<file path="config.mk">
export PLATFORM = sky130hd
export DESIGN_NAME = presence_gated_card_access_sequencer_flat
export DESIGN_NICKNAME = d
export VERILOG_FILES = /design/src/hw/rtl/pgcas_pkg.sv /design/src/hw/rtl/pgcas_if.sv /design/src/hw/rtl/presence_gated_card_access_sequencer.sv /design/src/flat_wrapper.sv
export SDC_FILE = /design/constraint.sdc
export NUM_CORES = 1
export LEC_CHECK = 0
export CORE_MARGIN = 10
export CORE_UTILIZATION = 55
export CTS_CLUSTER_SIZE = 25
export DETAILED_ROUTE_END_ITERATION = 10
export DONT_BUFFER_PORTS = 1
export PLACE_DENSITY = 0.7
export REMOVE_ABC_BUFFERS = 1
export SETUP_SLACK_MARGIN = 0.5
export SLEW_MARGIN = 25
export SYNTH_ARGS = -nofsm -noshare
export SYNTH_HDL_FRONTEND = slang
export SYNTH_SLANG_ARGS = --single-unit
</file>
<file path="constraint.sdc">
create_clock -name clk -period 15.1 [get_ports clk]
set_input_delay 0.755 -clock clk [delete_from_list [all_inputs] [get_ports clk]]
set_output_delay 0.755 -clock clk [all_outputs]
set_load 0.01 [all_outputs]
</file>
<file path="src/hw/rtl/pgcas_pkg.sv">
// pgcas_pkg: shared types, codes and constants of the card access sequencer
// used by the channel interfaces, the sequencer top level and its checker
`timescale 1ns / 1ps
`default_nettype none

package pgcas_pkg;

    // uid storage
    localparam int UID_BYTES = 7;
    localparam int UID_W     = 56;
    localparam int ULEN_W    = 3;

    // tick counters and the width their limits are compared at
    localparam int TICK_BITS = 16;
    localparam int LIMIT_W   = 16;
    localparam int CMP_W     = (TICK_BITS > LIMIT_W) ? TICK_BITS : LIMIT_W;

    // input and configuration field widths
    localparam int DIST_W    = 10;
    localparam int CM_W      = 9;
    localparam int TALLY_W   = 4;
    localparam int CFG_IDX_W = 3;
    localparam int CFG_DAT_W = 16;

    // result field widths
    localparam int MODE_W    = 4;
    localparam int LED_W     = 3;

    typedef enum logic [MODE_W-1:0] {
        MODE_IDLE     = 4'd0,
        MODE_ON       = 4'd1,
        MODE_WAIT_PRS = 4'd2,
        MODE_PRESENCE = 4'd3,
        MODE_WAIT_CRD = 4'd4,
        MODE_ENROLL   = 4'd5,
        MODE_VERIFY   = 4'd6,
        MODE_SUCCESS  = 4'd7,
        MODE_FAIL     = 4'd8,
        MODE_COOLDOWN = 4'd9
    } mode_t;

    typedef enum logic [LED_W-1:0] {
        LED_IDLE     = 3'd0,
        LED_WAIT_PRS = 3'd1,
        LED_WAIT_CRD = 3'd2,
        LED_OK       = 3'd3,
        LED_BAD      = 3'd4
    } led_t;

    typedef enum logic [CFG_IDX_W-1:0] {
        CFG_PRESS_WINDOW = 3'd0,
        CFG_CLEAR_PRESS  = 3'd1,
        CFG_MIN_DIST     = 3'd2,
        CFG_MAX_DIST     = 3'd3,
        CFG_PRESENCE     = 3'd4,
        CFG_COOLDOWN     = 3'd5
    } cfg_idx_t;

    // mask keeping the low n bytes of a uid word
    function automatic logic [UID_W-1:0] byte_mask(input logic [ULEN_W-1:0] n);
        logic [UID_W-1:0] m;
        m = '0;
        for (int b = 0; b < UID_W / 8; b++)
        begin
            if (b < int'(n))
            begin
                m[8*b +: 8] = 8'hFF;
            end
        end
        return m;
    endfunction

endpackage

`default_nettype wire

</file>
<file path="src/hw/rtl/pgcas_if.sv">
// pgcas_if: valid/ready channel interfaces for tick words, result words and
// configuration writes; depends on pgcas_pkg for field widths
`timescale 1ns / 1ps
`default_nettype none

interface pgcas_tick_if;
    logic                                   valid;
    logic                                   ready;
    logic                                   button_pressed;
    logic signed [pgcas_pkg::DIST_W-1:0]    distance;
    logic                                   card_present;
    logic        [pgcas_pkg::ULEN_W-1:0]    uid_length;
    logic        [pgcas_pkg::UID_W-1:0]     uid_value;

    modport source (output valid, button_pressed, distance, card_present,
                    uid_length, uid_value, input ready);
    modport sink   (input valid, button_pressed, distance, card_present,
                    uid_length, uid_value, output ready);
endinterface

interface pgcas_result_if;
    logic                           valid;
    logic                           ready;
    logic [pgcas_pkg::MODE_W-1:0]   mode;
    logic [pgcas_pkg::LED_W-1:0]    led_pattern;
    logic                           card_enrolled;
    logic                           enabled;
    logic                           storage_cleared;

    modport source (output valid, mode, led_pattern, card_enrolled, enabled,
                    storage_cleared, input ready);
    modport sink   (input valid, mode, led_pattern, card_enrolled, enabled,
                    storage_cleared, output ready);
endinterface

interface pgcas_cfg_if;
    logic                               valid;
    logic                               ready;
    logic [pgcas_pkg::CFG_IDX_W-1:0]    index;
    logic [pgcas_pkg::CFG_DAT_W-1:0]    data;

    modport source (output valid, index, data, input ready);
    modport sink   (input valid, index, data, output ready);
endinterface

`default_nettype wire

</file>
<file path="src/hw/rtl/presence_gated_card_access_sequencer.sv">
// Presence-gated card access sequencer: channel usage and timing
//   tick   : one word per loop tick (button press, distance, card read)
//   result : one word per tick (mode, led pattern, enrolled, enabled, cleared)
//   cfg    : register writes (index, data), always ready, taken at once;
//            write only while no tick word is in flight
// Path: an accepted tick word sits in the input register, and its result is then
// loaded into the result register, valid from then on.
// Throughput: one tick word per cycle unless stalled; the mode, timers, press
// run and uid compare all settle in one pass of logic between the input
// and result registers; the sequencer state updates as the result is loaded.
// Stalls: while result.ready is low the result word holds; one more tick word
// may wait in the input register, then tick.ready drops until the result
// drains.
// Reset: asynchronous, rst_n low; mode idle, switched off, nothing enrolled,
// timers and press run cleared, registers back to their defaults
// (window 200, clear presses 5, band 2..30 cm, wait 500, cooldown 300).
// Enrolled and captured uid storage is not cleared and is read only after
// it has been written.
`timescale 1ns / 1ps
`default_nettype none

module presence_gated_card_access_sequencer (
    input  wire logic           clk,
    input  wire logic           rst_n,
    pgcas_tick_if.sink          tick,
    pgcas_result_if.source      result,
    pgcas_cfg_if.sink           cfg
);

    // configuration registers
    logic [pgcas_pkg::LIMIT_W-1:0]  press_window_reg;
    logic [pgcas_pkg::TALLY_W-1:0]  clear_press_reg;
    logic [pgcas_pkg::CM_W-1:0]     min_dist_reg;
    logic [pgcas_pkg::CM_W-1:0]     max_dist_reg;
    logic [pgcas_pkg::LIMIT_W-1:0]  presence_wait_reg;
    logic [pgcas_pkg::LIMIT_W-1:0]  cooldown_reg;

    // input register
    logic                                   in_valid_reg;
    logic                                   in_btn_reg;
    logic signed [pgcas_pkg::DIST_W-1:0]    in_dist_reg;
    logic                                   in_card_reg;
    logic        [pgcas_pkg::ULEN_W-1:0]    in_len_reg;
    logic        [pgcas_pkg::UID_W-1:0]     in_uid_reg;

    // sequencer state
    pgcas_pkg::mode_t                   mode_reg, mode_next;
    pgcas_pkg::led_t                    led_reg, led_next;
    logic                               enabled_reg, enabled_next;
    logic                               enr_valid_reg, enr_valid_next;
    logic [pgcas_pkg::UID_W-1:0]        enr_uid_reg, enr_uid_next;
    logic [pgcas_pkg::ULEN_W-1:0]       enr_len_reg, enr_len_next;
    logic [pgcas_pkg::UID_W-1:0]        cap_uid_reg, cap_uid_next;
    logic [pgcas_pkg::ULEN_W-1:0]       cap_len_reg, cap_len_next;
    logic [pgcas_pkg::TICK_BITS-1:0]    mode_ticks_reg, mode_ticks_next;
    logic [pgcas_pkg::TICK_BITS-1:0]    press_ticks_reg, press_ticks_next;
    logic [pgcas_pkg::TALLY_W-1:0]      tally_reg, tally_next;
    logic                               cleared_next;

    // result register
    logic                               out_valid_reg;
    logic [pgcas_pkg::MODE_W-1:0]       out_mode_reg;
    logic [pgcas_pkg::LED_W-1:0]        out_led_reg;
    logic                               out_enrolled_reg;
    logic                               out_enabled_reg;
    logic                               out_cleared_reg;

    logic                               advance;

    // handshake: a word moves from the input register into the result register
    assign advance   = in_valid_reg && (!out_valid_reg || result.ready);
    assign tick.ready = !in_valid_reg || advance;
    assign cfg.ready  = 1'b1;

    // configuration write decoder
    always_ff @(posedge clk or negedge rst_n)
    begin
        if (!rst_n)
        begin
            press_window_reg  <= pgcas_pkg::LIMIT_W'(200);
            clear_press_reg   <= pgcas_pkg::TALLY_W'(5);
            min_dist_reg      <= pgcas_pkg::CM_W'(2);
            max_dist_reg      <= pgcas_pkg::CM_W'(30);
            presence_wait_reg <= pgcas_pkg::LIMIT_W'(500);
            cooldown_reg      <= pgcas_pkg::LIMIT_W'(300);
        end
        else if (cfg.valid)
        begin
            unique case (pgcas_pkg::cfg_idx_t'(cfg.index))
                pgcas_pkg::CFG_PRESS_WINDOW: press_window_reg  <= cfg.data;
                pgcas_pkg::CFG_CLEAR_PRESS:  clear_press_reg   <= cfg.data[pgcas_pkg::TALLY_W-1:0];
                pgcas_pkg::CFG_MIN_DIST:     min_dist_reg      <= cfg.data[pgcas_pkg::CM_W-1:0];
                pgcas_pkg::CFG_MAX_DIST:     max_dist_reg      <= cfg.data[pgcas_pkg::CM_W-1:0];
                pgcas_pkg::CFG_PRESENCE:     presence_wait_reg <= cfg.data;
                pgcas_pkg::CFG_COOLDOWN:     cooldown_reg      <= cfg.data;
                default:                     ;
            endcase
        end
    end

    // input register valid
    always_ff @(posedge clk or negedge rst_n)
    begin
        if (!rst_n)
        begin
            in_valid_reg <= 1'b0;
        end
        else if (tick.ready)
        begin
            in_valid_reg <= tick.valid;
        end
    end

    // input register payload
    always_ff @(posedge clk)
    begin
        if (tick.valid && tick.ready)
        begin
            in_btn_reg  <= tick.button_pressed;
            in_dist_reg <= tick.distance;
            in_card_reg <= tick.card_present;
            in_len_reg  <= tick.uid_length;
            in_uid_reg  <= tick.uid_value;
        end
    end

    // next sequencer state for the word in the input register
    always_comb
    begin
        logic [pgcas_pkg::TICK_BITS-1:0]    mt_inc;
        logic [pgcas_pkg::TICK_BITS-1:0]    pt_inc;
        logic                               in_band;
        logic [pgcas_pkg::UID_W-1:0]        uid_v;
        logic [pgcas_pkg::ULEN_W-1:0]       uid_n;
        logic [5:0]                         uid_shift;

        mt_inc = (mode_ticks_reg == '1) ? mode_ticks_reg : mode_ticks_reg + 1'b1;
        pt_inc = (press_ticks_reg == '1) ? press_ticks_reg : press_ticks_reg + 1'b1;

        // presence band, negative distance never counts
        in_band = !in_dist_reg[pgcas_pkg::DIST_W-1]
                  && (in_dist_reg[pgcas_pkg::CM_W-1:0] >= min_dist_reg)
                  && (in_dist_reg[pgcas_pkg::CM_W-1:0] <= max_dist_reg);

        // captured uid, long reads keep their leading bytes
        uid_v     = in_uid_reg & pgcas_pkg::byte_mask(in_len_reg);
        uid_n     = in_len_reg;
        uid_shift = '0;
        if (int'(in_len_reg) > pgcas_pkg::UID_BYTES)
        begin
            uid_shift = 6'((int'(in_len_reg) - pgcas_pkg::UID_BYTES) * 8);
            uid_n     = pgcas_pkg::ULEN_W'(pgcas_pkg::UID_BYTES);
        end
        uid_v = (uid_v >> uid_shift) & pgcas_pkg::byte_mask(uid_n);

        mode_next        = mode_reg;
        led_next         = led_reg;
        enabled_next     = enabled_reg;
        enr_valid_next   = enr_valid_reg;
        enr_uid_next     = enr_uid_reg;
        enr_len_next     = enr_len_reg;
        cap_uid_next     = cap_uid_reg;
        cap_len_next     = cap_len_reg;
        mode_ticks_next  = mt_inc;
        press_ticks_next = pt_inc;
        tally_next       = tally_reg;
        cleared_next     = 1'b0;

        if (in_btn_reg)
        begin
            // press run counting
            if (tally_reg == '0
                || pgcas_pkg::CMP_W'(pt_inc) > pgcas_pkg::CMP_W'(press_window_reg))
            begin
                tally_next       = pgcas_pkg::TALLY_W'(1);
                press_ticks_next = '0;
            end
            else
            begin
                tally_next = tally_reg + 1'b1;
            end

            mode_ticks_next = '0;
            cap_len_next    = '0;
            if (tally_next >= clear_press_reg)
            begin
                // press run complete: forget the card and switch off
                tally_next       = '0;
                press_ticks_next = '0;
                enr_valid_next   = 1'b0;
                enabled_next     = 1'b0;
                led_next         = pgcas_pkg::LED_IDLE;
                mode_next        = pgcas_pkg::MODE_IDLE;
                cleared_next     = 1'b1;
            end
            else if (mode_reg == pgcas_pkg::MODE_IDLE)
            begin
                enabled_next = 1'b1;
                led_next     = pgcas_pkg::LED_WAIT_PRS;
                mode_next    = pgcas_pkg::MODE_ON;
            end
            else
            begin
                enabled_next = 1'b0;
                led_next     = pgcas_pkg::LED_IDLE;
                mode_next    = pgcas_pkg::MODE_IDLE;
            end
        end
        else
        begin
            unique case (mode_reg)
                pgcas_pkg::MODE_ON:
                begin
                    mode_next       = pgcas_pkg::MODE_WAIT_PRS;
                    mode_ticks_next = '0;
                end
                pgcas_pkg::MODE_WAIT_PRS:
                begin
                    if (in_band)
                    begin
                        led_next        = pgcas_pkg::LED_WAIT_CRD;
                        mode_next       = pgcas_pkg::MODE_PRESENCE;
                        mode_ticks_next = '0;
                    end
                    else if (pgcas_pkg::CMP_W'(mt_inc)
                             >= pgcas_pkg::CMP_W'(presence_wait_reg))
                    begin
                        led_next        = pgcas_pkg::LED_BAD;
                        mode_next       = pgcas_pkg::MODE_COOLDOWN;
                        mode_ticks_next = '0;
                    end
                end
                pgcas_pkg::MODE_PRESENCE:
                begin
                    mode_next       = pgcas_pkg::MODE_WAIT_CRD;
                    mode_ticks_next = '0;
                end
                pgcas_pkg::MODE_WAIT_CRD:
                begin
                    if (in_card_reg && in_len_reg != '0)
                    begin
                        cap_uid_next    = uid_v;
                        cap_len_next    = uid_n;
                        mode_next       = enr_valid_reg ? pgcas_pkg::MODE_VERIFY
                                                        : pgcas_pkg::MODE_ENROLL;
                        mode_ticks_next = '0;
                    end
                end
                pgcas_pkg::MODE_ENROLL:
                begin
                    enr_uid_next    = cap_uid_reg;
                    enr_len_next    = cap_len_reg;
                    enr_valid_next  = 1'b1;
                    mode_next       = pgcas_pkg::MODE_VERIFY;
                    mode_ticks_next = '0;
                end
                pgcas_pkg::MODE_VERIFY:
                begin
                    cap_len_next    = '0;
                    mode_ticks_next = '0;
                    if (enr_valid_reg && enr_len_reg == cap_len_reg
                        && enr_uid_reg == cap_uid_reg)
                    begin
                        led_next  = pgcas_pkg::LED_OK;
                        mode_next = pgcas_pkg::MODE_SUCCESS;
                    end
                    else
                    begin
                        led_next  = pgcas_pkg::LED_BAD;
                        mode_next = pgcas_pkg::MODE_FAIL;
                    end
                end
                pgcas_pkg::MODE_COOLDOWN:
                begin
                    if (pgcas_pkg::CMP_W'(mt_inc) >= pgcas_pkg::CMP_W'(cooldown_reg))
                    begin
                        mode_ticks_next = '0;
                        if (!enabled_reg)
                        begin
                            cap_len_next = '0;
                            led_next     = pgcas_pkg::LED_IDLE;
                            mode_next    = pgcas_pkg::MODE_IDLE;
                        end
                        else
                        begin
                            led_next  = pgcas_pkg::LED_WAIT_PRS;
                            mode_next = pgcas_pkg::MODE_WAIT_PRS;
                        end
                    end
                end
                default:
                begin
                end
            endcase
        end
    end

    // sequencer control state
    always_ff @(posedge clk or negedge rst_n)
    begin
        if (!rst_n)
        begin
            mode_reg        <= pgcas_pkg::MODE_IDLE;
            led_reg         <= pgcas_pkg::LED_IDLE;
            enabled_reg     <= 1'b0;
            enr_valid_reg   <= 1'b0;
            cap_len_reg     <= '0;
            mode_ticks_reg  <= '0;
            press_ticks_reg <= '0;
            tally_reg       <= '0;
        end
        else if (advance)
        begin
            mode_reg        <= mode_next;
            led_reg         <= led_next;
            enabled_reg     <= enabled_next;
            enr_valid_reg   <= enr_valid_next;
            cap_len_reg     <= cap_len_next;
            mode_ticks_reg  <= mode_ticks_next;
            press_ticks_reg <= press_ticks_next;
            tally_reg       <= tally_next;
        end
    end

    // uid storage
    always_ff @(posedge clk)
    begin
        if (advance)
        begin
            enr_uid_reg <= enr_uid_next;
            enr_len_reg <= enr_len_next;
            cap_uid_reg <= cap_uid_next;
        end
    end

    // result register valid
    always_ff @(posedge clk or negedge rst_n)
    begin
        if (!rst_n)
        begin
            out_valid_reg <= 1'b0;
        end
        else if (advance)
        begin
            out_valid_reg <= 1'b1;
        end
        else if (result.ready)
        begin
            out_valid_reg <= 1'b0;
        end
    end

    // result register payload
    always_ff @(posedge clk)
    begin
        if (advance)
        begin
            out_mode_reg     <= mode_next;
            out_led_reg      <= led_next;
            out_enrolled_reg <= enr_valid_next;
            out_enabled_reg  <= enabled_next;
            out_cleared_reg  <= cleared_next;
        end
    end

    assign result.valid           = out_valid_reg;
    assign result.mode            = out_mode_reg;
    assign result.led_pattern     = out_led_reg;
    assign result.card_enrolled   = out_enrolled_reg;
    assign result.enabled         = out_enabled_reg;
    assign result.storage_cleared = out_cleared_reg;

endmodule

`default_nettype wire

</file>
<file path="src/flat_wrapper.sv">
// flat-port wrapper written by rule: the top's interface ports become plain ports
module presence_gated_card_access_sequencer_flat 
  (clk, rst_n, tick_valid, tick_button_pressed, tick_distance, tick_card_present, tick_uid_length, tick_uid_value, tick_ready, result_valid, result_mode, result_led_pattern, result_card_enrolled, result_enabled, result_storage_cleared, result_ready, cfg_valid, cfg_index, cfg_data, cfg_ready);
  pgcas_tick_if tick_i ();
  pgcas_result_if result_i ();
  pgcas_cfg_if cfg_i ();
  input  wire logic clk;
  input  wire logic rst_n;
  input wire logic [$bits(tick_i.valid)-1:0] tick_valid;
  input wire logic [$bits(tick_i.button_pressed)-1:0] tick_button_pressed;
  input wire logic [$bits(tick_i.distance)-1:0] tick_distance;
  input wire logic [$bits(tick_i.card_present)-1:0] tick_card_present;
  input wire logic [$bits(tick_i.uid_length)-1:0] tick_uid_length;
  input wire logic [$bits(tick_i.uid_value)-1:0] tick_uid_value;
  output wire logic [$bits(tick_i.ready)-1:0] tick_ready;
  output wire logic [$bits(result_i.valid)-1:0] result_valid;
  output wire logic [$bits(result_i.mode)-1:0] result_mode;
  output wire logic [$bits(result_i.led_pattern)-1:0] result_led_pattern;
  output wire logic [$bits(result_i.card_enrolled)-1:0] result_card_enrolled;
  output wire logic [$bits(result_i.enabled)-1:0] result_enabled;
  output wire logic [$bits(result_i.storage_cleared)-1:0] result_storage_cleared;
  input wire logic [$bits(result_i.ready)-1:0] result_ready;
  input wire logic [$bits(cfg_i.valid)-1:0] cfg_valid;
  input wire logic [$bits(cfg_i.index)-1:0] cfg_index;
  input wire logic [$bits(cfg_i.data)-1:0] cfg_data;
  output wire logic [$bits(cfg_i.ready)-1:0] cfg_ready;
  assign tick_i.valid = tick_valid;
  assign tick_i.button_pressed = tick_button_pressed;
  assign tick_i.distance = tick_distance;
  assign tick_i.card_present = tick_card_present;
  assign tick_i.uid_length = tick_uid_length;
  assign tick_i.uid_value = tick_uid_value;
  assign tick_ready = tick_i.ready;
  assign result_valid = result_i.valid;
  assign result_mode = result_i.mode;
  assign result_led_pattern = result_i.led_pattern;
  assign result_card_enrolled = result_i.card_enrolled;
  assign result_enabled = result_i.enabled;
  assign result_storage_cleared = result_i.storage_cleared;
  assign result_i.ready = result_ready;
  assign cfg_i.valid = cfg_valid;
  assign cfg_i.index = cfg_index;
  assign cfg_i.data = cfg_data;
  assign cfg_ready = cfg_i.ready;
  presence_gated_card_access_sequencer u_core (.clk(clk), .rst_n(rst_n), .tick(tick_i), .result(result_i), .cfg(cfg_i));
endmodule
</file>
# --- Word-level counts from Yosys, hierarchy flattened ---
# Cells that the tools add are included.
totals:
  inputBits: 95
  out_inout_bits: 13
  regBits: 316
  elab_cells: 152
op_classes:
  add_sub_neg: 3
  n_eq_ne: 19
  order_cmp: 13
  n_mux: 55
  n_reduce_logical: 30
  bitwise: 3
op_table:
  columns: ["cell", "n"]
  rows:
  - ["16-bit two-way mux", 10]
  - ["56-bit AND", 2]
  - ["16-bit one-hot mux with 4 select lines", 1]
  - ["56-bit equality test", 1]
  - ["8-bit two-way mux", 7]
  - ["4-bit two-way mux", 10]
  - ["16-bit by 1-bit adder with 16-bit output (second input constant)", 2]
  - ["16-bit equality test (second input constant)", 2]
  - ["16-bit greater-or-equal comparator", 2]
  - ["3-bit two-way mux", 10]
  - ["4-bit one-hot mux with 7 select lines", 1]
  - ["3-bit one-hot mux with 3 select lines", 2]
  - ["16-bit > comparator", 1]
  - ["2-bit AND reduction", 7]
  - ["4-bit by 3-bit equality test with 1-bit output (second input constant)", 3]
  - ["1-bit two-way mux", 12]
  - ["9-bit greater-or-equal comparator", 1]
  - ["9-bit <= comparator", 1]
  - ["3-bit < comparator (first input constant)", 3]
  - ["4-bit by 2-bit equality test with 1-bit output (second input constant)", 2]
  - ["4-bit logical NOT", 2]
  - ["1-bit logical AND", 7]
  - ["3-bit by 2-bit equality test with 1-bit output (second input constant)", 2]
  - ["3-bit equality test (second input constant)", 2]
  - ["22 further kinds", 30]

# --- Longest topological paths before layout ---
logic_depth:
  ltp_word: 9
  ltp_mapped: 24
  mapped_depth_nobuf: 22

# --- Worst setup path after synthesis ---
# OpenSTA, ideal clock, no wires.
synth_timing:
  path_kind: "register -> register"
  from: "register u_core.press_ticks_reg[0] in the netlist's numbering"
  to: "register u_core.press_ticks_reg[12] in the netlist's numbering"
  t_arrival_ps: 4832
  setup_slack_ps: 10195
  n_path_buf: 3
  t_required_ps: 15027
  synth_period_minus_slack_ps: 4905
  stages_incl_launch_ff: 25
  setup_ps: 73
  cell_sequence: "dfrtp_1 -> ha_1 -> and3_1 -> and4_1 -> clkbuf_1 -> nand2_1 -> clkbuf_1 -> nand4_1 -> xnor2_1 -> ha_1 -> a21o_1 -> a21oi_1 -> o221ai_1 -> a311o_1 -> a22oi_1 -> nand2_1 -> inv_1 -> ha_1 -> nand2b_1 -> a21o_1 -> a21o_1 -> a21oi_1 -> a21oi_1 -> clkbuf_1 -> nor2_1"
synth_via:
  elab_chain_len: 9
  word_cells_on_any_way: 11
  cone_classes: "add/sub: 1; order compare: 2; eq/ne: 1; mux: 6; reduce/logical: 1"
synth_lines:
  columns: ["item", "line", "source"]
  rows:
  - ["start, declared", "presence_gated_card_access_sequencer.sv:56", "logic [pgcas_pkg::TICK_BITS-1:0] press_ticks_reg, press_ticks_next;"]
  - ["start signal, assigned", "presence_gated_card_access_sequencer.sv:320", "press_ticks_reg <= press_ticks_next;"]
  - ["16-bit by 1-bit adder with 16-bit output or 16-bit equality test (tied branches)", "presence_gated_card_access_sequencer.sv:138", "pt_inc = (press_ticks_reg == '1) ? press_ticks_reg : press_ticks_reg + 1'b1;"]
  - ["16-bit two-way mux *", "presence_gated_card_access_sequencer.sv:138", null]
  - ["16-bit > comparator", "presence_gated_card_access_sequencer.sv:173", "|| pgcas_pkg::CMP_W'(pt_inc) > pgcas_pkg::CMP_W'(press_window_reg))"]
  - ["1-bit logical OR", "presence_gated_card_access_sequencer.sv:173", null]
  - ["4-bit two-way mux", "presence_gated_card_access_sequencer.sv:172", "if (tally_reg == '0"]
  - ["4-bit two-way mux", "presence_gated_card_access_sequencer.sv:169", "if (in_btn_reg)"]
  - ["4-bit greater-or-equal comparator", "presence_gated_card_access_sequencer.sv:185", "if (tally_next >= clear_press_reg)"]
  - ["16-bit two-way mux", "presence_gated_card_access_sequencer.sv:185", null]
  - ["16-bit two-way mux *", "presence_gated_card_access_sequencer.sv:169", null]
# Every way passes the cells marked *; elsewhere a longest branch is shown, timed or not. The select of a mux whose other input is x is not followed.
# A chain may end at the register's enable or synchronous reset.

# --- Worst setup path in the final report ---
layout_timing:
  from: "register u_core.press_ticks_reg[0] in the netlist's numbering"
  to: "register u_core.press_ticks_reg[13] in the netlist's numbering"
# Same word-level chain as after synthesis.

==> parameters.txt <==
Parameter                              Value

Timing
  Tmin final    between 5000 and 6000 ps
  Actual slew at the worst max-slew pin    roughly 1000 ps
  Share of the clock period used by the worst path    between 30 and 40%
  Highest attainable clock frequency    0.185 GHz
  Final max-slew violation count    0
  Sum Neg Setup Slack    0 ps
  Final Skew    around 14 ps
  Worst relative slew slack    29.8%
  Total of endpoints with negative setup slack in the final report    0
  Setup repair after global routing missed its margin    false
  Hold Violations, Final    0
  Final worst hold slack    89.7 ps

Worst setup path
  Setup crit start kind    flip-flop
  Worst setup EP type    flip-flop
  Worst-path cell chain    ha_1, and3_1, and4_1, nand2_1, nand4_1, xnor2_1, ha_1, a21o_1, a21oi_1, o221ai_1, a311o_1, a22oi_1, nand2_1, inv_1, ha_1, nand2b_1, a21o_1, a21o_1, a21oi_1, a21oi_2, a311oi_1
  Data required time of the critical path    around 16000 ps
  Worst path depth    21
  Crit Path Max Fanout    16
  Slowest cell on the critical path    sky130_fd_sc_hd__a21oi_1
  R2R depth    21
  Stage delay of the slowest cell on the critical path    between 400 and 500 ps
  Crit path DAT    just under 6000 ps
  Worst Setup Path Type    flip-flop to flip-flop
  Family of cells with the greatest summed delay on the critical path    compound AO/OA/AOI/OAI gates
  CP bufs+invs    1

Clock tree
  Count of H-tree levels built during CTS    2
  CTS sink cnt    around 320
  Post-CTS resize count    0
  Clock transition at the register clock pins on the worst setup and hold paths after CTS    60 ps
  TritonCTS clock tree    built
  Clk_lat worst skew    just over 500 ps
  Number of CTS-inserted buffers    36
  Longest Clk Path Bufs    3
  Clk Tree Root Cell    sky130_fd_sc_hd__clkbuf_16

Run status
  Result of the run    finished clean

GRT
  Sum of overflow across all layers after global routing    0
  Layer carrying the most global-route usage    met2
  Number of global-route vias before repair    9048
  Global Route met1 Usage    around 23%
  All-layer global routing usage    between 10% and 20%
  Antenna violations before repair    1
  Met3 Track Usage GR    between 4 and 5%
  Wire length of the first global-routing pass    around 48000 um
  Pin count of the biggest net entering global routing    101
  Met2 Usage GRT    29.4%

Synth
  Seq/Total Area, Yosys    around 61%
  Post-synthesis instance area    about 15000 um2
  Flip-flop and latch count after synthesis    between 300 and 400
  Number of warnings reported in the yosys synthesis log    0
  Average footprint of a synthesized cell    ~12 um2
  Number of enable-type register cells in the synthesized netlist    between 150 and 200
  Synth async-reset ratio    between 30% and 40%
  Unique masters post-synth    67
  Cell count after synthesis    around 1200
  Dominant synthesized flop cell    sky130_fd_sc_hd__edfxtp_1

Power and ir drop
  Net switching power of the design    ~0.00063 W
  Comb power frac    between 15 and 20%
  Share of power burned in registers    about 47%
  Switching fraction of total power    ~27%
  Total power density per cell area    between 100 and 150 nW/um2
  Clock network fraction of design power    between 30% and 40%
  Cell Int Power    between 0.0015 and 0.002 W
  Max IR drop VDD    roughly 0.10 mV
  Reported leakage power    6.51 nW

Floorplan
  Std-Cell Core Area    approximately 26000 um2
  Standard-cell rows    59
  Width of the die    roughly 180 um
  Starting utilization of the core area    56.1%
  Die height    around 180 um
  Total I/O pin count    about 110
  Die area    33600 um2

Detailed routing
  Count of nets left with antenna violations after detail routing    0
  Routed wirelength normalized by instance count    about 19 um
  1st-pass router iterations    5
  Detailed-route vias per instance    5.73
  Routed wire length    ~30000 um
  Drt first-iter violations    between 500 and 600
  Routed vias    approximately 9000
  DRC    0

Layout
  Filler cell count    ~2000
  Post-layout net count    approximately 1400
  Fraction of final layout cells sized beyond drive strength 1    about a tenth
  Relative area change from synthesis to final layout    10.5%
  Area taken by multi-input logic gates    ~5300 um2
  Area taken by flip-flops and latches    between 8000 and 9000 um2

Place
  GP Congestion    0.863
  Count of buffers inserted at the top-level ports    0
  DPL Wire Length    20200 um

Worst hold path
  Worst hold-check path type    primary input to async pin

Flow run
  Max-cap violation count    0
## Yosys cell counts (33+ instances only)
| master | count | area (um2) |
|---|---|---|
| sky130_fd_sc_hd__nor2b_1 | 39 | 244 |
| sky130_fd_sc_hd__xnor2_1 | 45 | 394 |
| sky130_fd_sc_hd__nand2_1 | 113 | 424 |
| sky130_fd_sc_hd__mux2_2 | 33 | 372 |
| sky130_fd_sc_hd__inv_1 | 84 | 315 |
| sky130_fd_sc_hd__ha_1 | 74 | 926 |
| sky130_fd_sc_hd__o21ai_0 | 55 | 275 |
| sky130_fd_sc_hd__and2_1 | 33 | 206 |
| sky130_fd_sc_hd__nor2_1 | 52 | 195 |
| sky130_fd_sc_hd__edfxtp_1 | 196 | 5890 |
| sky130_fd_sc_hd__a21oi_1 | 37 | 185 |
| sky130_fd_sc_hd__dfrtp_1 | 100 | 2500 |
## path summary, 6_finish.rpt
check / slack, ps / endpoint / startpoint
worst max-delay path: 9690 / u_core.press_ticks_reg[13] / u_core.press_ticks_reg[0]
worst min-delay path: 90 / u_core.clear_press_reg[2] / rst_n
worst max register to register: 9690 / u_core.press_ticks_reg[13] / u_core.press_ticks_reg[0]
worst min register to register: 470 / u_core.enr_uid_reg[31] / u_core.cap_uid_reg[31]
max in group asynchronous: 14510 / u_core.max_dist_reg[0] / rst_n
min in group clk: 330 / u_core.in_uid_reg[23] / tick_uid_value[23]
## power groups by stage
stage | Clock, W | Combinational (W) | Sequential (W)
after detailed placement | 0 | 0.000379 | 0.00112
after floorplan | 0 | 0.000292 | 0.00110
after CTS | 0.000863 | 0.000390 | 0.00110
after global placement | 0 | 0.000367 | 0.00112
after global routing | 0.000897 | 0.000447 | 0.00111
final | 0.000843 | 0.000388 | 0.00110
## routing by layer
layer	vias to the layer above	wire length, um
met3	47	1780
met4	0	611
met1	4398	13200
li1	4333	-
met5	-	0
met2	227	14400
## through the flow
step                      total power [W]  area (um2)  utilization, %  worst slack [ps]  std cells
after floorplan                   0.00139       14500               -             10150       1162
after global placement            0.00148       15000            57.4              9690       1504
after detailed placement          0.00150       15000            57.4              9710       1504
after CTS                         0.00235       16200            61.9              9700       1569
after global routing              0.00246       16200            61.9              9350       1569
final                             0.00233       16200            61.9              9690       1571
## repair_timing
action                                 in CTS  in global routing
hold buffers                                1                  0
buffers inserted                            0                  0
endpoints found under the hold margin     100                  0
## cell type report
cell class / instances / share of cell area, %
sequential: 316 / 55.1
multi-input combinational: 761 / 32.7
clock buffer: 52 / 6.19
tap: 335 / 2.59
inverter: 85 / 1.97
clock inverter: 12 / 0.912
timing repair buffer: 8 / 0.495
antenna: 2 / 0.0309
## logic make-up after synthesis
family,after synthesis,share of synthesized area [%]
AO/OA/AOI/OAI,185,8.34
multiplexers,39,2.96
other,1,0.0256
flip-flops,316,60.8
adder cells (fa/ha/maj),74,6.32
XOR/XNOR,72,4.30
AND/OR/NAND/NOR,390,14.1
buffers and inverters,120,3.16
## cell usage in the layout, fill, tap and decap left out, types with 6 or more instances in the layout
cell type                   netlist  final
sky130_fd_sc_hd__buf_4            1      7
sky130_fd_sc_hd__o21a_1           6      6
sky130_fd_sc_hd__and2_1          33     32
sky130_fd_sc_hd__xnor2_1         45     45
sky130_fd_sc_hd__and3_1          24     23
sky130_fd_sc_hd__nor2_1          52     51
sky130_fd_sc_hd__o221ai_1        10     10
sky130_fd_sc_hd__a211oi_1         9      9
sky130_fd_sc_hd__inv_1           84     84
sky130_fd_sc_hd__nand2_1        113    113
sky130_fd_sc_hd__nand3_1         20     20
sky130_fd_sc_hd__a31oi_1          7      7
sky130_fd_sc_hd__nor4_1           8      8
sky130_fd_sc_hd__a21o_1           6      6
sky130_fd_sc_hd__edfxtp_1       196    196
sky130_fd_sc_hd__nor2b_1         39     39
sky130_fd_sc_hd__nor3_1          12     11
sky130_fd_sc_hd__dfrtp_1        100    100
sky130_fd_sc_hd__and4_1          12     12
sky130_fd_sc_hd__nand4_1         26     26
sky130_fd_sc_hd__nand2b_1        21     21
sky130_fd_sc_hd__mux2_2          33     33
sky130_fd_sc_hd__a22o_1          11     11
sky130_fd_sc_hd__o21ai_0         55     55
sky130_fd_sc_hd__clkbuf_1        30     12
sky130_fd_sc_hd__xor2_1          27     27
sky130_fd_sc_hd__o2111ai_1        6      6
sky130_fd_sc_hd__dfstp_2         20     20
sky130_fd_sc_hd__ha_1            74     74
sky130_fd_sc_hd__a21oi_1         37     36
sky130_fd_sc_hd__o211ai_1        11     11
sky130_fd_sc_hd__clkbuf_16        0     36
(Power assumes the default switching activity.)
